### src/rtl/core/tpsd_pkg.sv
// Shared types and constants for the TGA pixel stream decoder.
package tpsd_pkg;

  localparam int unsigned ByteW  = 8;
  localparam int unsigned DimW   = 16;
  localparam int unsigned IdxW   = 32;
  localparam int unsigned CfgIdW = 3;

  // Pixel format codes as written to the format register.
  localparam logic [2:0] FMT_RAW16 = 3'd0;
  localparam logic [2:0] FMT_RAW24 = 3'd1;
  localparam logic [2:0] FMT_RAW32 = 3'd2;
  localparam logic [2:0] FMT_RLE24 = 3'd3;
  localparam logic [2:0] FMT_RLE32 = 3'd4;

  // Configuration register indexes.
  localparam logic [CfgIdW-1:0] REG_PIXEL_FORMAT = 3'd0;
  localparam logic [CfgIdW-1:0] REG_FLIP_ROWS    = 3'd1;
  localparam logic [CfgIdW-1:0] REG_IMAGE_WIDTH  = 3'd2;
  localparam logic [CfgIdW-1:0] REG_IMAGE_HEIGHT = 3'd3;

  // RLE packet header: values at or above this start a repeat packet.
  localparam logic [ByteW-1:0] RLE_REPEAT_MIN = 8'd128;
  localparam logic [ByteW-1:0] RLE_REPEAT_OFS = 8'd127;

  typedef struct packed {
    logic [2:0]      fmt;
    logic            flip;
    logic [DimW-1:0] width;       // zero already replaced by one
    logic [IdxW-1:0] total;       // width * height
    logic [IdxW-1:0] top_base;    // (height - 1) * width
  } cfg_t;

  typedef struct packed {
    logic [IdxW-1:0]  pixel_index;
    logic [ByteW-1:0] run_length;
    logic [ByteW-1:0] red;
    logic [ByteW-1:0] green;
    logic [ByteW-1:0] blue;
    logic [ByteW-1:0] alpha;
    logic             last;
  } pix_t;

endpackage

### src/rtl/core/tpsd_cfg.sv
// Configuration registers and the registered image size products.
module tpsd_cfg (
  input  logic                        clk_i,
  input  logic                        rst_ni,
  input  logic                        cfg_we_i,
  input  logic [tpsd_pkg::CfgIdW-1:0] cfg_index_i,
  input  logic [tpsd_pkg::DimW-1:0]   cfg_wdata_i,
  output tpsd_pkg::cfg_t              cfg_o,
  output logic                        restart_o
);
  import tpsd_pkg::*;

  logic [2:0]      fmt_q;
  logic            flip_q;
  logic [DimW-1:0] width_q;
  logic [DimW-1:0] height_q;
  logic [IdxW-1:0] total_q;
  logic [IdxW-1:0] top_base_q;
  logic [DimW-1:0] w_eff;
  logic [DimW-1:0] h_eff;
  logic [DimW-1:0] h_less;

  assign w_eff  = (width_q == '0) ? DimW'(1) : width_q;
  assign h_eff  = (height_q == '0) ? DimW'(1) : height_q;
  assign h_less = h_eff - DimW'(1);

  assign restart_o = cfg_we_i && (cfg_index_i <= REG_IMAGE_HEIGHT);

  always_ff @(posedge clk_i or negedge rst_ni) begin
    if (!rst_ni) begin
      fmt_q      <= FMT_RAW24;
      flip_q     <= 1'b1;
      width_q    <= DimW'(1);
      height_q   <= DimW'(1);
      total_q    <= IdxW'(1);
      top_base_q <= '0;
    end else begin
      if (cfg_we_i) begin
        case (cfg_index_i)
          REG_PIXEL_FORMAT: fmt_q    <= cfg_wdata_i[2:0];
          REG_FLIP_ROWS:    flip_q   <= cfg_wdata_i[0];
          REG_IMAGE_WIDTH:  width_q  <= cfg_wdata_i;
          REG_IMAGE_HEIGHT: height_q <= cfg_wdata_i;
          default: ;
        endcase
      end
      // Products follow the size registers in the next cycle.
      total_q    <= IdxW'(w_eff) * IdxW'(h_eff);
      top_base_q <= IdxW'(h_less) * IdxW'(w_eff);
    end
  end

  assign cfg_o.fmt      = fmt_q;
  assign cfg_o.flip     = flip_q;
  assign cfg_o.width    = w_eff;
  assign cfg_o.total    = total_q;
  assign cfg_o.top_base = top_base_q;

endmodule

### src/rtl/core/tpsd_decode.sv
// Decoder state and the combinational byte decode that forms one pixel run.
module tpsd_decode (
  input  logic                       clk_i,
  input  logic                       rst_ni,
  input  tpsd_pkg::cfg_t             cfg_i,
  input  logic                       restart_i,
  input  logic                       take_i,
  input  logic [tpsd_pkg::ByteW-1:0] byte_i,
  output logic                       res_valid_o,
  output tpsd_pkg::pix_t             res_o
);
  import tpsd_pkg::*;

  logic             exp_hdr_q, exp_hdr_d;
  logic             rep_q, rep_d;
  logic [ByteW-1:0] left_q, left_d;
  logic [1:0]       bip_q, bip_d;
  logic [ByteW-1:0] cb_q [4];
  logic [IdxW-1:0]  done_q, done_d;
  logic [DimW-1:0]  col_q, col_d;
  logic [IdxW-1:0]  base_q, base_d;
  logic             base_ok_q, base_ok_d;

  logic             known, rle, rgb_raw, four, hdr;
  logic [2:0]       need;
  logic [1:0]       bip_inc;
  logic             px_done, emit;
  logic [ByteW-1:0] cb [4];
  logic [15:0]      word;
  logic [ByteW-1:0] run_raw;
  logic [IdxW-1:0]  rem;
  logic             last;
  logic [ByteW-1:0] run;
  logic [IdxW-1:0]  base_cur;
  logic [DimW:0]    col_p1;
  logic             wrap;

  assign known   = cfg_i.fmt <= FMT_RLE32;
  assign rle     = (cfg_i.fmt == FMT_RLE24) || (cfg_i.fmt == FMT_RLE32);
  assign rgb_raw = (cfg_i.fmt == FMT_RAW24) || (cfg_i.fmt == FMT_RAW32);
  assign four    = (cfg_i.fmt == FMT_RAW32) || (cfg_i.fmt == FMT_RLE32);
  assign need    = (cfg_i.fmt == FMT_RAW16) ? 3'd2 : (four ? 3'd4 : 3'd3);
  assign hdr     = rle && exp_hdr_q;
  assign bip_inc = bip_q + 2'd1;
  assign px_done = (bip_inc == 2'd0) || ({1'b0, bip_inc} >= need);
  assign emit    = take_i && known && !hdr && px_done;

  // The byte completing the pixel is merged in before it is stored.
  always_comb begin
    for (int k = 0; k < 4; k++) begin
      cb[k] = (bip_q == 2'(k)) ? byte_i : cb_q[k];
    end
  end

  assign word = {cb[1], cb[0]};

  always_comb begin
    left_d = left_q;
    rep_d  = rep_q;
    run_raw = 8'd1;
    if (rle) begin
      if (rep_q) begin
        run_raw = (left_q != '0) ? left_q : 8'd1;
        left_d  = '0;
      end else if (left_q != '0) begin
        left_d = left_q - 8'd1;
      end
    end
  end

  // Clip at the image end; the clipped run ends the image exactly.
  assign rem  = cfg_i.total - done_q;
  assign last = rem <= {24'd0, run_raw};
  assign run  = last ? rem[ByteW-1:0] : run_raw;

  assign base_cur = base_ok_q ? base_q : cfg_i.top_base;
  assign col_p1   = {1'b0, col_q} + 17'd1;
  assign wrap     = col_p1 >= {1'b0, cfg_i.width};

  always_comb begin
    exp_hdr_d = exp_hdr_q;
    bip_d     = bip_q;
    done_d    = done_q;
    col_d     = col_q;
    base_d    = base_q;
    base_ok_d = base_ok_q;
    if (take_i && known) begin
      if (hdr) begin
        exp_hdr_d = 1'b0;
        bip_d     = '0;
      end else if (!px_done) begin
        bip_d = bip_inc;
      end else begin
        bip_d  = '0;
        done_d = done_q + {24'd0, run};
        if (rle && left_d == '0) begin
          exp_hdr_d = 1'b1;
        end
        if (rgb_raw) begin
          base_ok_d = 1'b1;
          if (wrap) begin
            col_d  = '0;
            base_d = base_cur - {16'd0, cfg_i.width};
          end else begin
            col_d  = col_p1[DimW-1:0];
            base_d = base_cur;
          end
        end
      end
    end
  end

  always_ff @(posedge clk_i or negedge rst_ni) begin
    if (!rst_ni) begin
      exp_hdr_q <= 1'b1;
      rep_q     <= 1'b0;
      left_q    <= '0;
      bip_q     <= '0;
      done_q    <= '0;
      col_q     <= '0;
      base_q    <= '0;
      base_ok_q <= 1'b0;
    end else if (restart_i || (emit && last)) begin
      exp_hdr_q <= 1'b1;
      rep_q     <= 1'b0;
      left_q    <= '0;
      bip_q     <= '0;
      done_q    <= '0;
      col_q     <= '0;
      base_ok_q <= 1'b0;
    end else if (take_i && known) begin
      if (hdr) begin
        rep_q  <= byte_i >= RLE_REPEAT_MIN;
        left_q <= (byte_i >= RLE_REPEAT_MIN) ? byte_i - RLE_REPEAT_OFS : byte_i + 8'd1;
      end else if (px_done) begin
        rep_q  <= rep_d;
        left_q <= left_d;
      end
      exp_hdr_q <= exp_hdr_d;
      bip_q     <= bip_d;
      done_q    <= done_d;
      col_q     <= col_d;
      base_q    <= base_d;
      base_ok_q <= base_ok_d;
    end
  end

  always_ff @(posedge clk_i) begin
    if (take_i && known && !hdr) begin
      cb_q[bip_q] <= byte_i;
    end
  end

  always_comb begin
    res_o.run_length = run;
    res_o.last       = last;
    res_o.pixel_index = (rgb_raw && cfg_i.flip) ? base_cur + {16'd0, col_q} : done_q;
    if (cfg_i.fmt == FMT_RAW16) begin
      res_o.blue  = {word[4:0], 3'b000};
      res_o.green = {word[9:5], 3'b000};
      res_o.red   = {word[14:10], 3'b000};
      res_o.alpha = '0;
    end else begin
      res_o.red   = cb[2];
      res_o.green = cb[1];
      res_o.blue  = cb[0];
      res_o.alpha = four ? cb[3] : '0;
    end
  end

  assign res_valid_o = emit;

endmodule

### src/rtl/core/tga_pixel_stream_decoder_core.sv
// Top level of the TGA pixel stream decoder: input register, decode and result register.
//
// The block takes the pixel-data section of a TGA image one byte per word on the
// input channel (in_valid_i / in_stall_o) and gives decoded pixel runs on the
// output channel (out_valid_o / out_stall_i): start index, run length, RGBA and
// an end-of-image flag. A word moves when valid is high and stall is low.
// Formats are raw 16-bit 5:5:5, raw 24/32-bit BGR(A) with optional bottom-up
// rows, and RLE 24/32-bit packets; a repeat packet comes out as one run.
// An accepted byte waits in the input register, then is decoded into the result
// register, where its run appears on the output.
// One byte is taken every cycle; the only limit is the result register, so the
// input stalls only while a run sits unaccepted and a byte waits behind it in
// the input register.
// Bytes that complete no pixel (headers, partial pixels) give no word out.
// Configuration is a plain write port; any write to a known register restarts
// decoding of the image. Width times height is registered from the size registers,
// so it trails a write; bytes taken meanwhile see the old product. Reset restores
// 24-bit raw, flipped rows and a one by one image, and empties both registers.
module tga_pixel_stream_decoder_core (
  input  logic                        clk_i,
  input  logic                        rst_ni,
  input  logic                        cfg_we_i,
  input  logic [tpsd_pkg::CfgIdW-1:0] cfg_index_i,
  input  logic [tpsd_pkg::DimW-1:0]   cfg_wdata_i,
  input  logic                        in_valid_i,
  output logic                        in_stall_o,
  input  logic [tpsd_pkg::ByteW-1:0]  data_byte_i,
  output logic                        out_valid_o,
  input  logic                        out_stall_i,
  output logic [tpsd_pkg::IdxW-1:0]   pixel_index_o,
  output logic [tpsd_pkg::ByteW-1:0]  run_length_o,
  output logic [tpsd_pkg::ByteW-1:0]  red_o,
  output logic [tpsd_pkg::ByteW-1:0]  green_o,
  output logic [tpsd_pkg::ByteW-1:0]  blue_o,
  output logic [tpsd_pkg::ByteW-1:0]  alpha_o,
  output logic                        last_of_image_o
);
  import tpsd_pkg::*;

  cfg_t             cfg;
  logic             restart;
  logic             in_vld_q;
  logic [ByteW-1:0] in_byte_q;
  logic             out_free;
  logic             take;
  logic             res_valid;
  pix_t             res;
  logic             out_vld_q;
  pix_t             out_q;

  tpsd_cfg u_cfg (
    .clk_i       (clk_i),
    .rst_ni      (rst_ni),
    .cfg_we_i    (cfg_we_i),
    .cfg_index_i (cfg_index_i),
    .cfg_wdata_i (cfg_wdata_i),
    .cfg_o       (cfg),
    .restart_o   (restart)
  );

  // The result register can load when it is empty or being emptied now.
  assign out_free   = !out_vld_q || !out_stall_i;
  assign take       = in_vld_q && out_free;
  assign in_stall_o = in_vld_q && !out_free;

  always_ff @(posedge clk_i or negedge rst_ni) begin
    if (!rst_ni) begin
      in_vld_q <= 1'b0;
    end else if (!in_stall_o) begin
      in_vld_q <= in_valid_i;
    end
  end

  always_ff @(posedge clk_i) begin
    if (in_valid_i && !in_stall_o) begin
      in_byte_q <= data_byte_i;
    end
  end

  tpsd_decode u_decode (
    .clk_i       (clk_i),
    .rst_ni      (rst_ni),
    .cfg_i       (cfg),
    .restart_i   (restart),
    .take_i      (take),
    .byte_i      (in_byte_q),
    .res_valid_o (res_valid),
    .res_o       (res)
  );

  always_ff @(posedge clk_i or negedge rst_ni) begin
    if (!rst_ni) begin
      out_vld_q <= 1'b0;
    end else if (out_free) begin
      out_vld_q <= take && res_valid;
    end
  end

  always_ff @(posedge clk_i) begin
    if (out_free && take && res_valid) begin
      out_q <= res;
    end
  end

  assign out_valid_o     = out_vld_q;
  assign pixel_index_o   = out_q.pixel_index;
  assign run_length_o    = out_q.run_length;
  assign red_o           = out_q.red;
  assign green_o         = out_q.green;
  assign blue_o          = out_q.blue;
  assign alpha_o         = out_q.alpha;
  assign last_of_image_o = out_q.last;

  // The input side only backs up behind a stalled result.
  a_stall_cause: assert property (@(posedge clk_i) disable iff (!rst_ni)
    in_stall_o |-> (out_valid_o && out_stall_i))
    else $error("input stalled without a stalled result");

  // Every run covers at least one pixel and at most one full packet.
  a_run_range: assert property (@(posedge clk_i) disable iff (!rst_ni)
    out_valid_o |-> ((run_length_o != 8'd0) && (run_length_o <= 8'd128)))
    else $error("run length out of range");

  // A run only appears after a byte was decoded in the previous cycle.
  a_run_source: assert property (@(posedge clk_i) disable iff (!rst_ni)
    $rose(out_valid_o) |-> $past(take && res_valid))
    else $error("result appeared without a decoded byte");

endmodule
### config.mk
export PLATFORM = sky130hd
export DESIGN_NAME = tga_pixel_stream_decoder_core
export DESIGN_NICKNAME = d
export VERILOG_FILES = /design/src/rtl/core/tpsd_pkg.sv /design/src/rtl/core/tpsd_cfg.sv /design/src/rtl/core/tpsd_decode.sv /design/src/rtl/core/tga_pixel_stream_decoder_core.sv
export SDC_FILE = /design/constraint.sdc
export NUM_CORES = 2
export LEC_CHECK = 0
export BUFFER_PORTS_ARGS = -buffer_cell sky130_fd_sc_hd__buf_2
export CAP_MARGIN = 25
export CORE_ASPECT_RATIO = 0.7
export CORE_MARGIN = 1.5
export CORE_UTILIZATION = 70
export CTS_CLUSTER_SIZE = 30
export DETAILED_ROUTE_END_ITERATION = 8
export GPL_TIMING_DRIVEN = 1
export PLACE_DENSITY = 0.88
export SLEW_MARGIN = 0
export SYNTH_ARGS = -nofsm -noshare
export SYNTH_HDL_FRONTEND = slang
export SYNTH_HIERARCHICAL = 1
export SYNTH_SLANG_ARGS = --single-unit
### constraint.sdc
create_clock -name clk_i -period 14.3 [get_ports clk_i]
set_input_delay 1.43 -clock clk_i [delete_from_list [all_inputs] [get_ports clk_i]]
set_output_delay 1.43 -clock clk_i [all_outputs]
set_load 0.01 [all_outputs]
==> results.txt <==
The synthesis warning total is 6. Static timing analysis puts the maximum clock frequency at 107 MHz. Hold repair after CTS inserted 0 buffers. The top-level I/O count is 107. The antenna violation net count after detailed routing is 0.

The tightest slew margin relative to the limit is 0.264. The number of buffers inserted during clock tree synthesis came out at 30. The longest individual stage delay on the worst path came out at just under 0.7 ns. The area overhead of the layout relative to synthesis is 5.59%. The post-synthesis cell area is approximately 0.036 mm^2.

By area the synthesized netlist is led by fa_1, dfrtp_1, ha_1, edfxtp_1, inv_1. The final period utilization is 0.653. TritonCTS built the clock tree. The cell type with the highest aggregate area in the netlist is fa_1.

The fraction of synthesis flops using an asynchronous set or reset pin is 0.633. The path class of the lowest-slack min-delay path is reg2reg. The largest buffer count on any clock path came out at 3. The cell depth of the worst flop-to-flop path came out at 31.

The final-report setup violation count is 0. The post-detailed-route via-to-cell ratio is between 6 and 7. Setup repair after global routing left no endpoint under its margin.

The via count of the first global-routing pass was about 30,000. In this run the clock root is driven by a clkbuf_16. The global routing usage summed across all routing layers is 0.393. The clock latency at the later pin of the worst-skew pair came out at 0.61 ns. The HPWL after detailed placement is between 70,000 and 80,000 um. In the final layout, the share of cells above drive strength 1 is 0.0860.

In this run the critical register-to-register path is captured at u_cfg/top_base_q[25]$_DFF_PN0_. The arrival time reported for the critical path endpoint is between 9 and 10 ns. The worst setup path startpoint is u_cfg/height_q[11]$_DFFE_PN0P_.

The DRC violations left is 0. Counting flops with a built-in enable in the synthesized netlist gives 113. The row count is 69. In the synthesized netlist the dominant register cell turns out to be dfrtp_1. Summing over every cut layer, the via total after detailed routing is 29,300. The critical path is of the reg2reg type. The internal reg-to-reg setup slack came out at 4.97 ns. The number of gates resized after cts is 0. The final clock skew came out at roughly 0.022 ns.

The count of final hold-check violations is 0. Summed over all layers, the routed wires come to slightly above 100,000 um. The global-route layer with the greatest usage is met2. After synthesis the netlist holds a flip-flop and latch count of about 300. The maximum level of the CTS H-tree came out at 1. The count of antenna diodes in the layout came out at 0. The number of nets handed over by synthesis was between 4,000 and 5,000. The number of buffers added for setup after CTS came out at 0. The global-route track usage on met2 came out at 0.583. The total clock sinks is 308.

The number of distinct library cells after synthesis is 90. The pre-antenna-repair detailed-routing pass consisted of 6 iterations. The worst path needs between 9 and 10 ns of the cycle, external delays included. The fraction of the yosys area taken by sequential cells is 0.232.

The cell type of the slowest stage on the worst timing path is dfrtp_1. The die covers about 0.052 mm^2. The initial antenna violation count came out at 2.

Clock-pin slew was measured on the worst setup and hold paths at ~0.07 ns. The largest net degree at the start of global routing came out at 89. The endpoint of the worst setup timing path is u_cfg/top_base_q[25]$_DFF_PN0_. The layout has 3,341 filler cells. Routability-driven placement finished with a final weighted congestion of about 1. STA classifies the critical path endpoint as a flip-flop. Across the run, the number of max-cap violations was 0. After technology mapping, the gate count stands at about 3,900. The number of input and output port buffers inserted is 106.

The number of slew-limit violations in the final report is 0. The first-iteration detailed-routing DRC count is around 4,300. The height of the die came out at about 190 um. The wire length of the first global-routing pass is around 160,000 um. The share of the synthesized area in the top cell type is 0.220. The cell occurring most often along the worst timing path is fa_1. For this configuration, the core starts out at a cell density of 0.706. The setup TNS after final layout came out at 0 ns. The routed length per instance is between 20 and 25 um.

The worst path required time is between 10 and 15 ns. At the pin with the least slew margin, the transition time is about 1.1 ns. The global-route met1 utilization is 0.534. The run finished with clean final reports. The worst setup path is launched from a flip-flop. The floorplan step defined a core boundary enclosing between 0.05 and 0.06 mm^2. The synthesized area per cell is 9.21 um^2. The x dimension of the die is 273 um. The net count of the finished layout came out at roughly 4,600.

In this run the worst path has a maximum fanout of 22. The startpoint identified for the worst register-to-register timing path is u_cfg/height_q[11]$_DFFE_PN0P_. The met3 usage in global routing came out at 0.134.

The sum of overflow across all layers after global routing is 0.
-- final cells by class --
type | instances | area [um^2] | share of cell area
timing repair buffer | 151 | 910 | 0.0241
clock inverter | 22 | 260 | 0.00690
inverter | 542 | 2030 | 0.0539
multi-input combinational | 2817 | 24600 | 0.653
tap | 674 | 843 | 0.0224
clock buffer | 34 | 766 | 0.0203
sequential | 308 | 8280 | 0.220
-- sequential cells by signal, indices dropped and copies added, names as in the netlist, 3 cells and up --
name / count
u_decode/col_q: 16
u_decode/cb_q: 32
u_cfg/total_q: 32
u_cfg/top_base_q: 32
u_cfg/height_q: 16
green_o: 8
alpha_o: 8
u_cfg/width_q: 16
in_byte_q: 8
u_decode/left_q: 8
red_o: 8
run_length_o: 8
u_cfg/fmt_q: 3
pixel_index_o: 32
blue_o: 8
u_decode/done_q: 32
u_decode/base_q: 32
-- metrics by stage --
stage	hold slack, ns	area [um^2]	setup WS, ns	utilization	std cells
2_1_floorplan	0.471	35700	6.41	-	3879
3_5_place_dp	0.491	36600	5.20	0.724	4489
5_1_grt	0.524	37700	4.38	0.746	4548
6_report	0.508	37700	4.97	0.746	4548
3_3_place_gp	0.486	36600	5.42	0.724	4488
4_1_cts	0.507	37700	5.15	0.745	4545
-- logic make-up after synthesis --
family / after synthesis / share of synthesized area
compound gates: 555 / 0.0991
simple gates: 1226 / 0.168
flops: 308 / 0.232
fa+ha+maj: 709 / 0.331
xor+xnor: 192 / 0.0471
buf+inv: 754 / 0.0803
mux: 135 / 0.0429
-- routing by layer --
| layer | up-vias | wire length (um) |
|---|---|---|
| met1 | 14000 | 38800 |
| met4 | 2 | 4690 |
| li1 | 12600 | - |
| met3 | 415 | 15000 |
| met2 | 2197 | 43100 |
| met5 | - | 11 |
-- cells in the mapped netlist (5+ instances only) --
library cell,n
buf_2,16
and4_1,6
nor2b_1,35
o221ai_1,5
mux2i_1,44
clkbuf_1,180
a31oi_1,18
mux4_2,6
a21boi_0,7
o31ai_1,12
o21a_1,25
o211ai_1,23
or4_1,8
nand2_1,489
ha_1,317
dfrtp_1,189
mux2_2,85
nand4_1,36
buf_1,12
edfxtp_1,113
dfstp_2,6
and2_1,225
o21ai_1,8
and3_1,13
o21ai_0,121
nor3_1,53
nand4b_1,6
o21bai_1,16
nand3_1,60
or3_1,20
a21oi_1,173
xnor2_1,121
a32o_1,12
a21o_1,51
nand3b_1,8
nor3b_1,9
a211oi_1,21
nor2_1,180
nand2b_1,27
nor4_1,19
inv_1,540
or2_2,10
fa_1,392
xor2_1,71
-- critical path, delay by kind of cell (launching register included) --
| family | cells | cell delay, ns |
|---|---|---|
| adder cells (fa/ha/maj) | 8 | 3.76 |
| AO/OA/AOI/OAI | 3 | 0.76 |
| flip-flops | 1 | 0.69 |
| buffers and inverters | 5 | 0.76 |
| AND/OR/NAND/NOR | 13 | 2.85 |
| XOR/XNOR | 2 | 0.35 |
-- placed cells by master (no fill, tap or decap), types with 16 or more instances in the layout --
master,count
or3_1,20
edfxtp_1,113
mux2i_1,44
nand2_1,489
nor2b_1,35
xnor2_1,120
a31oi_1,18
clkbuf_16,30
ha_1,317
xor2_1,70
a211oi_1,20
o21bai_1,16
nor3_1,52
buf_2,105
mux2_2,85
and2_1,225
nor2_1,180
dfrtp_1,188
o21a_1,25
o211ai_1,23
nand4_1,36
buf_4,42
o21ai_0,121
inv_1,540
fa_1,392
nand3_1,60
nor4_1,19
a21oi_1,172
nand2b_1,27
a21o_1,51
-- worst min path at each step --
stage,start,to,slack (ns),depth (start not counted)
after floorplan,u_decode/base_q[7]$_DFFE_PN0P_,u_decode/base_q[7]$_DFFE_PN0P_,0.47,2
after detailed placement,u_decode/base_q[15]$_DFFE_PN0P_,u_decode/base_q[15]$_DFFE_PN0P_,0.49,1
after global placement,u_decode/base_q[6]$_DFFE_PN0P_,u_decode/base_q[6]$_DFFE_PN0P_,0.49,1
after global routing,u_decode/base_q[26]$_DFFE_PN0P_,u_decode/base_q[26]$_DFFE_PN0P_,0.52,1
final,u_decode/base_q[26]$_DFFE_PN0P_,u_decode/base_q[26]$_DFFE_PN0P_,0.51,1
after CTS,u_decode/base_q[7]$_DFFE_PN0P_,u_decode/base_q[7]$_DFFE_PN0P_,0.51,2
Power is left out: the tool's default activity adds up to more than one toggle a clock period on the data nets, which glitch-free logic cannot reach.
